File: src/rtl/lsmt_pkg.sv
// Shared types and timing constants for the LCD scanline mode timer.
`default_nettype none
package lsmt_pkg;

   localparam int LINE_CYCLES_INT = 456;
   localparam int LAST_LINE_INT   = 153;

   localparam logic [9:0] LINE_CYCLES = 10'(LINE_CYCLES_INT);
   localparam logic [9:0] OAM_CYCLES  = 10'd80;
   localparam logic [9:0] XFER_CYCLES = 10'd172;
   localparam logic [9:0] OAM_BOUND   = 10'(LINE_CYCLES_INT - 80);
   localparam logic [9:0] XFER_BOUND  = 10'(LINE_CYCLES_INT - 80 - 172);
   localparam logic [7:0] VBLANK_LINE = 8'd144;
   localparam logic [7:0] LAST_LINE   = 8'(LAST_LINE_INT);

   typedef enum logic [1:0] {
      MODE_HBLANK = 2'd0,
      MODE_VBLANK = 2'd1,
      MODE_OAM    = 2'd2,
      MODE_XFER   = 2'd3
   } mode_type;

   typedef struct packed {
      logic [5:0] cycles;
      logic       display_on;
      logic [7:0] compare_line;
      logic       hblank_irq_en;
      logic       vblank_irq_en;
      logic       oam_irq_en;
      logic       match_irq_en;
   } req_data_type;

   typedef struct packed {
      mode_type   lcd_mode;
      logic [7:0] current_line;
      logic       line_match;
      logic       lcd_irq;
      logic       vblank_irq;
      logic       render_line;
   } rsp_data_type;

   typedef struct packed {
      logic [9:0] line_countdown;
      logic [7:0] line_counter;
      mode_type   mode;
      logic       match_flag;
   } timer_state_type;

endpackage
`default_nettype wire

File: src/rtl/lsmt_if.sv
// Valid/ready channel interfaces for the request and response beats.
`default_nettype none
interface lsmt_req_if;
   import lsmt_pkg::*;
   logic         valid;
   logic         ready;
   req_data_type data;
   modport source (output valid, output data, input ready);
   modport sink   (input valid, input data, output ready);
endinterface

interface lsmt_rsp_if;
   import lsmt_pkg::*;
   logic         valid;
   logic         ready;
   rsp_data_type data;
   modport source (output valid, output data, input ready);
   modport sink   (input valid, input data, output ready);
endinterface
`default_nettype wire

File: src/rtl/lsmt_step.sv
// Next-state and result logic for one timer step.
`default_nettype none
module lsmt_step (
   input  wire lsmt_pkg::req_data_type    req_data,
   input  wire lsmt_pkg::timer_state_type state,
   output lsmt_pkg::timer_state_type      state_in,
   output lsmt_pkg::rsp_data_type         rsp_in
);
   import lsmt_pkg::*;

   mode_type   mode_new;
   logic       mode_int;
   logic       match_now;
   logic       expire;
   logic [7:0] line_next;

   always_comb begin
      mode_new  = MODE_HBLANK;
      mode_int  = 1'b0;
      match_now = (state.line_counter == req_data.compare_line);
      expire    = ({4'd0, req_data.cycles} >= state.line_countdown);
      line_next = state.line_counter + 8'd1;

      state_in = state;
      rsp_in   = '0;

      if (!req_data.display_on) begin
         // display off: restart the frame, keep the coincidence flag
         state_in.line_countdown = LINE_CYCLES;
         state_in.line_counter   = 8'd0;
         state_in.mode           = MODE_VBLANK;
      end else begin
         if (state.line_counter >= VBLANK_LINE) begin
            mode_new = MODE_VBLANK;
            mode_int = req_data.vblank_irq_en;
         end else if (state.line_countdown >= OAM_BOUND) begin
            mode_new = MODE_OAM;
            mode_int = req_data.oam_irq_en;
         end else if (state.line_countdown >= XFER_BOUND) begin
            mode_new = MODE_XFER;
         end else begin
            mode_new = MODE_HBLANK;
            mode_int = req_data.hblank_irq_en;
         end
         state_in.mode       = mode_new;
         state_in.match_flag = match_now;
         rsp_in.lcd_irq      = (mode_int && (mode_new != state.mode))
                               || (match_now && req_data.match_irq_en);

         if (expire) begin
            // reload without carry, advance the line
            state_in.line_countdown = LINE_CYCLES;
            if (line_next == VBLANK_LINE) begin
               rsp_in.vblank_irq = 1'b1;
            end else if (line_next > LAST_LINE) begin
               line_next = 8'd0;
            end
            state_in.line_counter = line_next;
            rsp_in.render_line    = (line_next < VBLANK_LINE);
         end else begin
            state_in.line_countdown = state.line_countdown - {4'd0, req_data.cycles};
         end
      end

      rsp_in.lcd_mode     = state_in.mode;
      rsp_in.current_line = state_in.line_counter;
      rsp_in.line_match   = state_in.match_flag;
   end
endmodule
`default_nettype wire

File: src/rtl/lcd_scanline_mode_timer_core.sv
// Top level of the LCD scanline mode timer: state registers and response register.
//
// Usage: each request beat reports the machine cycles spent since the last
// beat, the display enable, the compare line and the four status interrupt
// enables. Every request beat yields exactly one response beat carrying the
// LCD mode, the current line, the coincidence flag and the LCD, vblank and
// render-line pulses for that step.
// Responses are registered: a beat accepted at an edge shows up on the
// response channel right after that edge. One beat is accepted per cycle while
// the receiver does not stall; the step logic is a handful of compares and one
// 10-bit subtract between the timer state registers and the response register.
// Reset puts the countdown at a full line, the line at 0, the mode at hblank
// and the coincidence flag low, and empties the response register.
// When the receiver stalls, the response register holds its beat and the
// request side keeps accepting only when that beat leaves in the same cycle.
`default_nettype none
module lcd_scanline_mode_timer_core (
   input  wire         clock,
   input  wire         reset,
   lsmt_req_if.sink    req_bus,
   lsmt_rsp_if.source  rsp_bus
);
   import lsmt_pkg::*;

   timer_state_type state_ff;
   timer_state_type state_in;
   rsp_data_type    rsp_data_ff;
   rsp_data_type    rsp_data_in;
   logic            rsp_valid_ff;
   logic            req_take;

   assign req_bus.ready = !rsp_valid_ff || rsp_bus.ready;
   assign req_take      = req_bus.valid && req_bus.ready;

   lsmt_step u_step (
      .req_data (req_bus.data),
      .state    (state_ff),
      .state_in (state_in),
      .rsp_in   (rsp_data_in)
   );

   always_ff @(posedge clock) begin
      if (reset) begin
         state_ff.line_countdown <= LINE_CYCLES;
         state_ff.line_counter   <= 8'd0;
         state_ff.mode           <= MODE_HBLANK;
         state_ff.match_flag     <= 1'b0;
         rsp_valid_ff            <= 1'b0;
      end else begin
         if (req_take) begin
            state_ff     <= state_in;
            rsp_valid_ff <= 1'b1;
         end else if (rsp_bus.ready) begin
            // drop the beat once taken
            rsp_valid_ff <= 1'b0;
         end
      end
   end

   always_ff @(posedge clock) begin
      if (req_take) begin
         rsp_data_ff <= rsp_data_in;
      end
   end

   assign rsp_bus.valid = rsp_valid_ff;
   assign rsp_bus.data  = rsp_data_ff;
endmodule
`default_nettype wire
File: src/flat_wrapper.sv
// flat-port wrapper written by rule: the top's interface ports become plain ports
module lcd_scanline_mode_timer_core_flat import lsmt_pkg::*;
  (clock, reset, req_bus_valid, req_bus_data, req_bus_ready, rsp_bus_valid, rsp_bus_data, rsp_bus_ready);
  lsmt_req_if req_bus_i ();
  lsmt_rsp_if rsp_bus_i ();
  input  wire clock;
  input  wire reset;
  input wire logic [$bits(req_bus_i.valid)-1:0] req_bus_valid;
  input wire logic [$bits(req_bus_i.data)-1:0] req_bus_data;
  output wire logic [$bits(req_bus_i.ready)-1:0] req_bus_ready;
  output wire logic [$bits(rsp_bus_i.valid)-1:0] rsp_bus_valid;
  output wire logic [$bits(rsp_bus_i.data)-1:0] rsp_bus_data;
  input wire logic [$bits(rsp_bus_i.ready)-1:0] rsp_bus_ready;
  assign req_bus_i.valid = req_bus_valid;
  assign req_bus_i.data = req_bus_data;
  assign req_bus_ready = req_bus_i.ready;
  assign rsp_bus_valid = rsp_bus_i.valid;
  assign rsp_bus_data = rsp_bus_i.data;
  assign rsp_bus_i.ready = rsp_bus_ready;
  lcd_scanline_mode_timer_core u_core (.clock(clock), .reset(reset), .req_bus(req_bus_i), .rsp_bus(rsp_bus_i));
endmodule
File: config.mk
export PLATFORM = sky130hd
export DESIGN_NAME = lcd_scanline_mode_timer_core_flat
export DESIGN_NICKNAME = d
export VERILOG_FILES = /design/src/rtl/lsmt_pkg.sv /design/src/rtl/lsmt_if.sv /design/src/rtl/lsmt_step.sv /design/src/rtl/lcd_scanline_mode_timer_core.sv /design/src/flat_wrapper.sv
export SDC_FILE = /design/constraint.sdc
export NUM_CORES = 1
export LEC_CHECK = 0
export BUFFER_PORTS_ARGS = -buffer_cell sky130_fd_sc_hd__buf_2
export CAP_MARGIN = 20
export CORE_ASPECT_RATIO = 1.25
export CORE_MARGIN = 3
export CORE_UTILIZATION = 55
export DETAILED_ROUTE_END_ITERATION = 10
export GPL_ROUTABILITY_DRIVEN = 1
export GPL_TIMING_DRIVEN = 0
export PLACE_DENSITY = 0.77
export SYNTH_ARGS = -nofsm -noshare
export SYNTH_HDL_FRONTEND = slang
export SYNTH_HIERARCHICAL = 1
export SYNTH_SLANG_ARGS = --single-unit
File: constraint.sdc
create_clock -name clock -period 2.6 [get_ports clock]
set_input_delay 0.26 -clock clock [delete_from_list [all_inputs] [get_ports clock]]
set_output_delay 0.26 -clock clock [all_outputs]
set_load 0.02 [all_outputs]
==> metrics, run 1 <==
GR Overflow Total 0; most common cell after layout, fill and taps aside buf_2; max-slew violations 0; Hold Vio Cnt, Final 0; crit path launch type flop; Primary FF master, synth dfxtp_1; CTS root buffer clkbuf_8; syn_area_per_cell 8.901 um^2; crit-path max FO 5; Vias per Instance 5.841; Die X 68.22 um; FF-to-FF setup slack 0.1 ns; core area ~4500 um^2; Max IR drop VDD 0.3479 mV; simple-gate share of the synthesized area 23.32%; FILL cells 374; internal power 0.9931 mW; Post-Place Worst Slack -0.03926 ns; Total Power between 1 and 1.5 mW; combinational family with the most area after synthesis simple AND/OR/NAND/NOR gates; vias ~2400; Worst slew margin 44.01%; H-tree depth 2; Required @ worst endpoint 2.82 ns; diode count 0; WL final 6.395 mm; power density over the cells 430.4 nW/um^2; TritonRoute pass-1 iters 5; Worst Tran Pin Value between 0.8 and 0.9 ns; f_max around 400 MHz; Hold WC Path Type input pin to flop; die extent in y 83.77 um; Setup WS post-layout 0.09661 ns; Sink Count 36; initial antenna violation count 0; GRT Util Overall a little under a quarter; vias in the first global route 2261; CTS tree built; Psw 0.3597 mW; Reg clk slew, reported paths 0.08 ns; Multi-input gate area about 1600 um^2; crit path kind flop to flop; Layout Nets 384; period utilization 96.28%; Arr. time, crit path approximately 2.7 ns; setup violators final 0; worst reg2reg startpoint u_core/state_ff[11]; First DRT Iteration DRCs 187; Clock Power Share 36.7%; Leak 1.324 nW; # IOs 39; clock skew around 0.0066 ns; full die area between 5000 and 6000 um^2; status completed; largest net degree at the start of global routing 19; multiplexer area fraction after synthesis 1.881%; crit path to u_core/state_ff[9]; Post-synth EDFFs 14; Compound-Gate Fraction of Synth Area between 20% and 30%; Syn. warnings 6; Reg2Reg Depth 12; routability cong. just over 0.9; cts hold-fix bufs 0; Port Buffers 36; Final min period 2.503 ns; row cnt 27; Synth Register Bits 36; post-synthesis cell count roughly 300; Post-Synth XOR/XNOR Area 4.937%; Synth Cell Area around 2700 um^2; CP Capture Type flop; Register Area 862.1 um^2; synthesis-to-finish area growth 18.10%; R2R Path End u_core/state_ff[9]; sw frac 26.59%; Distinct cells, synth 66; HPWL Detailed 4.526 mm; Max Buffers Root-to-Sink 2; Seq/Total Area, Yosys 32.35%; CTS buffer count 5; Mapped Nets 332; antenna viol nets, final 0; combinational power share roughly 18%; most frequent cells in the layout buf_2 (43), a21oi_1 (27), nor2_1 (24); number of remaining DRC errors 0; first-pass GRT wire length ~11 mm; synthesized-area fraction occupied by adder cells ~5.0%; Async S/R FF share, synth 0%; total of max-cap violations 0; initial core utilization 58.79%; Routed WL per cell 15.60 um; Reg power frac 45.8%; Setup crit start u_core/state_ff[11]; clock insertion delay at the later pin of the skew report roughly 0.29 ns; ratio of cells with drive above 1 in the final layout 31.82%
timing repair:
action / CTS / global route
gates cloned: 0 / 1
resized for setup: 0 / 11
pin swaps: 1 / 3
setup buffers: 2 / 6
setup endpoints to repair: 3 / 6
cell usage after synthesis, types with 2 or more instances:
cell / n / area (um^2)
o21ai_0: 9 / 45.04
nor2_1: 24 / 90.09
buf_6: 5 / 56.30
edfxtp_1: 14 / 420.4
ha_1: 9 / 112.6
a211o_1: 2 / 17.52
dfxtp_1: 22 / 440.4
a21bo_2: 7 / 70.07
a21bo_1: 10 / 100.1
nor4_1: 3 / 18.77
a21o_1: 3 / 22.52
a31oi_1: 2 / 12.51
inv_1: 13 / 48.80
a21boi_0: 2 / 15.01
nor2b_1: 2 / 12.51
a21oi_1: 29 / 145.1
clkbuf_1: 3 / 11.26
o21a_1: 3 / 22.52
and3_1: 2 / 12.51
a211oi_1: 2 / 15.01
nand2b_1: 6 / 37.54
xnor2_1: 11 / 96.34
nor3_1: 3 / 15.01
nand2_1: 14 / 52.55
mux2i_1: 5 / 50.05
nand3_1: 23 / 115.1
buf_4: 14 / 105.1
and2_4: 2 / 17.52
nand4_1: 4 / 25.02
buf_1: 2 / 7.510
o211ai_1: 2 / 15.01
buf_2: 8 / 40.04
xor2_1: 4 / 35.03
nand4b_1: 3 / 26.28
per-stage QoR:
step / hold WS [ns] / area [um^2] / instances / TNS (ns) / utilization [%]
final: 0.2396 / 3143 / 410 / 0 / 69.43
after global routing: 0.2551 / 3143 / 410 / -0.003756 / 69.43
after detailed placement: 0.5301 / 2914 / 393 / -0.07471 / 64.37
after global placement: 0.5101 / 2914 / 393 / 0 / 64.37
after CTS: 0.2367 / 3040 / 403 / 0 / 67.16
after floorplan: 0.4323 / 2661 / 299 / 0 / -
worst max-delay path, cell delays in order, from the launching register on:
cell	delay, ns
dfxtp_1	0.31
inv_1	0.08
ha_4	0.15
fa_2	0.23
nor2b_4	0.05
o31a_4	0.30
o21ai_4	0.21
nand2_4	0.10
or4_4	0.52
a21oi_2	0.16
buf_4	0.12
nand3_1	0.06
a21oi_1	0.13
state kept, by name, summed over array words and instances (netlist names):
name,flops
u_core/rsp_bus.data,14
u_core/rsp_bus.valid,1
u_core/state_ff,21
how the worst min path moves through the flow:
stage                        start                      end  slack, ns  cells after the start
3_3_place_gp   u_core/state_ff[17]      u_core/state_ff[17]       0.51                      2
6_report           req_bus_data[0]   u_core/rsp_bus.data[2]       0.24                      2
3_5_place_dp   u_core/state_ff[17]      u_core/state_ff[17]       0.53                      2
5_1_grt            req_bus_data[0]   u_core/rsp_bus.data[2]       0.26                      2
4_1_cts            req_bus_data[0]   u_core/rsp_bus.data[2]       0.24                      2
2_1_floorplan     req_bus_data[12]  u_core/rsp_bus.data[12]       0.43                      1
cell families (layout without fill, tap and decap cells):
| logic type | after synthesis | in the layout |
|---|---|---|
| simple gates | 106 | 107 |
| compound gates | 81 | 81 |
| buf+inv | 46 | 98 |
| flops | 36 | 36 |
| xor+xnor | 15 | 15 |
| fa+ha+maj | 10 | 10 |
| mux | 5 | 5 |
area by class of cell:
| class | count | area share, % |
|---|---|---|
| plain buffers | 33 | 7.245 |
| clock buffers | 5 | 2.189 |
| clock inverters | 3 | 1.354 |
| inverters | 13 | 1.553 |
| multi-input cells | 218 | 50.28 |
| flip-flops and latches | 36 | 27.43 |
| well taps | 58 | 2.309 |
| repair buffers | 44 | 7.643 |
metal layers:
metal	vias up	global-route usage [%]	wire length (um)
met4	0	7.414	142
met1	1115	29.29	2688
met5	-	0	0
met3	14	3.504	330
li1	1167	-	-
met2	99	40.79	3233
power by group through the flow:
stage	logic (mW)	clock network, mW	registers (mW)
2_1_floorplan	0.148	0	0.646
6_report	0.236	0.497	0.619
4_1_cts	0.229	0.503	0.619
5_1_grt	0.261	0.530	0.622
3_5_place_dp	0.227	0	0.633
3_3_place_gp	0.223	0	0.631
No activity file was read; power rests on OpenSTA's default activity.
==> run 2: changes to the inputs <==
==> constraint.sdc (replaced) <==
create_clock -name clock -period 2.6 [get_ports clock]
set_input_delay 0 -clock clock [delete_from_list [all_inputs] [get_ports clock]]
set_output_delay 0 -clock clock [all_outputs]
set_load 0.02 [all_outputs]
==> metrics, run 2 (same netlist as run 1, synthesis figures left out) <==
status completed; vias 2369; Top reg by flops u_core/state_ff; Leak 1.328 nW; Port Buffers 36; GR Overflow Total 0; first-pass GRT wire length around 11 mm; number of remaining DRC errors 0; full die area 5714 um^2; Setup TNS 0 ns; hold path cells 3; crit path launch type flop; Required @ worst endpoint 2.82 ns; First DRT Iteration DRCs approximately 200; Worst slew margin between 40 and 50%; Post-Place Worst Slack -0.006546 ns; initial antenna violation count 0; WL final around 6.4 mm; power density over the cells 429.1 nW/um^2; Max IR drop VDD 0.3478 mV; initial core utilization 58.79%; clock skew between 0.005 and 0.006 ns; CP Capture Type flop; Hold WC Path Type input pin to flop; TritonRoute pass-1 iters 4; Worst Tran Pin Value 0.8354 ns; clock insertion delay at the later pin of the skew report between 0.2 and 0.3 ns; antenna viol nets, final 0; Setup WS post-layout 0.08754 ns; Max Buffers Root-to-Sink 2; diode count 0; CTS root buffer clkbuf_8; setup violators final 0; period utilization 96.63%; HPWL Detailed 4.526 mm; row cnt 27; H-tree depth 2; total of max-cap violations 0; Hold Vio Cnt, Final 0; core area between 4000 and 5000 um^2; max-slew violations 0; crit-path max FO 5; GRT Util Overall 23.70%; Util after Layout about 70%; FILL cells 373; most common cell after layout, fill and taps aside buf_2; vias in the first global route 2267; synthesis-to-finish area growth 18.48%; die extent in y 83.77 um; Reg clk slew, reported paths 0.08 ns; CTS buffer count 5; crit path kind flop to flop; Vias per Instance 5.764; Layout Nets 385; WP buf/inv 2; # IOs 39; Placed Instances 393; ratio of cells with drive above 1 in the final layout 31.73%; crit-path cells inv_1 > ha_4 > fa_2 > nor2b_4 > o31a_4 > o21ai_4 > nand2_4 > or4_4 > a21oi_2 > buf_4 > nand3_1 > a21oi_1; Top delay family on crit path compound AO/OA/AOI/OAI gates; Routed WL per cell 15.55 um; fin cells 411; Largest register FFs 21; critical path's slowest cell or4_4; routability cong. just over 0.9; CTS tree built; f_max 398.0 MHz; most frequent cells in the layout buf_2 (43), a21oi_1 (27), nor2_1 (24); largest net degree at the start of global routing 19; Reg2Reg Depth 12; Crit path largest cell delay 0.52 ns; Sink Count 36; Crit path depth 12; Die X a little under 70 um; Arr. time, crit path 2.73 ns; Final min period between 2 and 3 ns
==> run 2: changes by cell type in the layout (fill, tap and decap cells not counted) <==
cell           previous run  this run
dlygate4sd3_1             0         1
==> run 2: where the power goes <==
part / switching, mW / total (mW) / internal [mW]
clock: 0.213 / 0.496 / 0.284
sequential: 0.0124 / 0.619 / 0.607
combinational: 0.134 / 0.237 / 0.104
total: 0.359 / 1.35 / 0.994
==> run 2: worst min-delay path, delay by kind of cell <==
kind	cells	cell delay, ns
buffers and inverters	1	0.14
and+or+nand+nor	1	0.10
muxes	1	0.07
==> run 2: layout make-up <==
cell class,instances,area [um^2],area share [%]
buffer,33,227.7,7.222
inverter,13,48.80,1.548
multi-input combinational,218,1580,50.12
tap,58,72.57,2.302
timing repair buffer,45,250.2,7.937
clock buffer,5,68.82,2.183
clock inverter,3,42.54,1.349
sequential,36,862.1,27.34
==> run 2: routing by layer <==
metal	track usage [%]	vias up	wire, um
li1	-	1166	-
met1	29.29	1102	2633
met2	40.96	90	3284
met3	3.504	11	362
met4	7.414	0	110
met5	0	-	0
==> run 2: timing repair <==
| action | CTS | global route |
|---|---|---|
| cloned | 0 | 1 |
| setup buffers | 2 | 6 |
| hold buffers | 1 | 0 |
| pin swaps | 1 | 3 |
| setup endpoints to repair | 3 | 6 |
| resized for setup | 0 | 11 |
| hold endpoints to repair | 1 | 0 |
==> run 2: stage by stage <==
| step | instance area (um^2) | power (mW) | hold WS (ns) |
|---|---|---|---|
| final | 3153 | 1.353 | 0.06538 |
| after global routing | 3153 | 1.414 | 0.09568 |
| after CTS | 3050 | 1.352 | 0.06631 |
| after detailed placement | 2914 | 0.8597 | 0.2790 |
| after global placement | 2914 | 0.8535 | 0.2741 |
| after floorplan | 2661 | 0.7938 | 0.1723 |
==> run 2: final timing paths <==
check | from | end | slack (ns)
worst max-delay path | u_core/state_ff[11] | u_core/state_ff[9] | 0.09
worst min-delay path | reset | u_core/state_ff[18] | 0.07
worst max register to register | u_core/state_ff[11] | u_core/state_ff[9] | 0.09
worst min register to register | u_core/state_ff[17] | u_core/state_ff[17] | 0.54
==> run 3: changes to the inputs <==
--- a/config.mk
+++ b/config.mk
@@ -10,9 +10,8 @@
 export CORE_ASPECT_RATIO = 1.25
 export CORE_MARGIN = 3
-export CORE_UTILIZATION = 55
+export CORE_UTILIZATION = 35
 export DETAILED_ROUTE_END_ITERATION = 10
 export GPL_ROUTABILITY_DRIVEN = 1
 export GPL_TIMING_DRIVEN = 0
-export PLACE_DENSITY = 0.77
 export SYNTH_ARGS = -nofsm -noshare
 export SYNTH_HDL_FRONTEND = slang
==> constraint.sdc (replaced) <==
create_clock -name clock -period 2.6 [get_ports clock]
set_input_delay 0 -clock clock [delete_from_list [all_inputs] [get_ports clock]]
set_output_delay 0 -clock clock [all_outputs]
set_load 0.05 [all_outputs]
==> metrics, run 3 (same netlist as run 1, synthesis figures left out) <==
status completed; ratio of cells with drive above 1 in the final layout between 30% and 40%; WHS roughly 0.062 ns; FF-to-FF setup slack approximately 0.096 ns; crit path to u_core/state_ff[7]; crit-path cells ha_1 > nor2b_4 > o31a_4 > o21ai_4 > nand2_4 > or4b_4 > o221ai_2 > buf_4 > nand3_1 > a21oi_1; max-slew violations 0; Layout Nets 381; worst reg2reg startpoint u_core/state_ff[13]; Arr. time, crit path about 2.7 ns; CTS buffer count 5; # IOs 39; initial antenna violation count 0; Crit path largest cell delay between 0.5 and 0.6 ns; Top delay family on crit path simple AND/OR/NAND/NOR gates; die extent in y 103.5 um; first-pass GRT wire length between 10 and 15 mm; Port Buffers 36; crit path launch type flop; crit-path max FO 8; f_max 399.4 MHz; antenna viol nets, final 0; Vias per Instance 5.159; GR Overflow Total 0; TritonRoute pass-1 iters 4; internal power 0.9009 mW; full die area between 8000 and 9000 um^2; most common cell after layout, fill and taps aside buf_2; WL final about 6.5 mm; Top reg by flops u_core/state_ff; vias 2265; period utilization 96.30%; Reg power frac 48.4%; Reg2Reg Depth 10; crit path kind flop to flop; GRT Util Overall 14.97%; total of max-cap violations 0; Required @ worst endpoint 2.82 ns; CTS root buffer clkbuf_8; Worst slew margin 52.13%; HPWL Detailed 4.705 mm; row cnt 34; R2R Path End u_core/state_ff[7]; routability cong. 0.8742; Die X between 80 and 90 um; vias in the first global route approximately 2100; Routed WL per cell 14.85 um; critical path's slowest cell or4b_4; First DRT Iteration DRCs about 110; Setup WS post-layout ~0.096 ns; core area approximately 7200 um^2; sw frac 29.59%; Largest register FFs 21; Final min period ~2.5 ns; Worst Tran Pin Value about 0.72 ns; largest net degree at the start of global routing 19; diode count 0; Hold WC Path Type input pin to flop; setup violators final 0; Setup crit start u_core/state_ff[13]; H-tree depth 2; Max Buffers Root-to-Sink 2; power density over the cells ~400 nW/um^2; Crit path depth 10; WP buf/inv 1; most frequent cells in the layout buf_2 (43), a21oi_1 (27), nor2_1 (24); Sink Count 36; Clock Power Share a little under a third; CP Capture Type flop; Post-Place Worst Slack -0.07792 ns; combinational power share 20.5%; clock skew 0.005143 ns; CTS tree built; initial core utilization 37.02%; Reg clk slew, reported paths 0.08 ns; clock insertion delay at the later pin of the skew report around 0.29 ns; Psw 0.3786 mW; synthesis-to-finish area growth 18.76%; Leak between 1 and 1.5 nW; number of remaining DRC errors 0; Max IR drop VDD 0.2487 mV; Hold Vio Cnt, Final 0
## run 3: routing by layer
metal | global-route usage, % | routed length, um | share of wire (%) | vias up
li1 | - | - | - | 1157
met1 | 18.79 | 3003 | 46 | 1049
met2 | 26.45 | 3178 | 49 | 54
met3 | 2.139 | 259 | 4.0 | 5
met4 | 5.322 | 78 | 1.2 | 0
met5 | 0 | 0 | 0 | -
## run 3: worst min-delay path by stage
stage                           startpoint                       to  slack, ns  depth (start not counted)
after floorplan           req_bus_data[12]  u_core/rsp_bus.data[12]       0.17                          1
after global placement     req_bus_data[0]   u_core/rsp_bus.data[2]       0.27                          2
after detailed placement   req_bus_data[0]   u_core/rsp_bus.data[2]       0.28                          2
after CTS                            reset      u_core/state_ff[17]       0.06                          3
after global routing                 reset      u_core/state_ff[17]       0.09                          3
final                                reset      u_core/state_ff[17]       0.06                          3
## run 3: tightest hold or removal path: stages
cell	delay, ns
clkbuf_2	0.14
nor2_1	0.10
mux2i_1	0.06
## run 3: repair_timing
item / CTS / global route
setup buffers: 1 / 4
pin swaps: 1 / 5
endpoints found under the hold margin: 1 / 0
hold buffers: 1 / 0
endpoints found under the setup margin: 3 / 5
gates resized for setup: 1 / 14
## run 3: area by class of cell
class	count	area (um^2)
well taps	90	112.6
repair buffers	42	227.7
fillers	730	4029
multi-input cells	217	1597
inverters	13	48.80
clock buffers	7	76.32
plain buffers	33	227.7
clock inverters	1	8.758
flip-flops and latches	36	862.1
## run 3: power groups by stage
stage               registers [mW]  clock network (mW)  logic [mW]
floorplan                    0.674                   0       0.149
global placement             0.631                   0       0.255
detailed placement           0.632                   0       0.257
CTS                          0.619               0.407       0.260
global route                 0.622               0.433       0.287
finish                       0.619               0.398       0.263
## run 3: stage by stage
| stage | instances | area (um^2) | TNS (ns) | power (mW) | utilization, % |
|---|---|---|---|---|---|
| after floorplan | 299 | 2661 | 0 | 0.8228 | - |
| after global placement | 425 | 2954 | -0.07538 | 0.8867 | 41.09 |
| after detailed placement | 425 | 2954 | -0.07792 | 0.8890 | 41.09 |
| after CTS | 435 | 3060 | 0 | 1.286 | 42.57 |
| after global routing | 439 | 3161 | -0.005330 | 1.342 | 43.96 |
| final | 439 | 3161 | 0 | 1.280 | 43.96 |
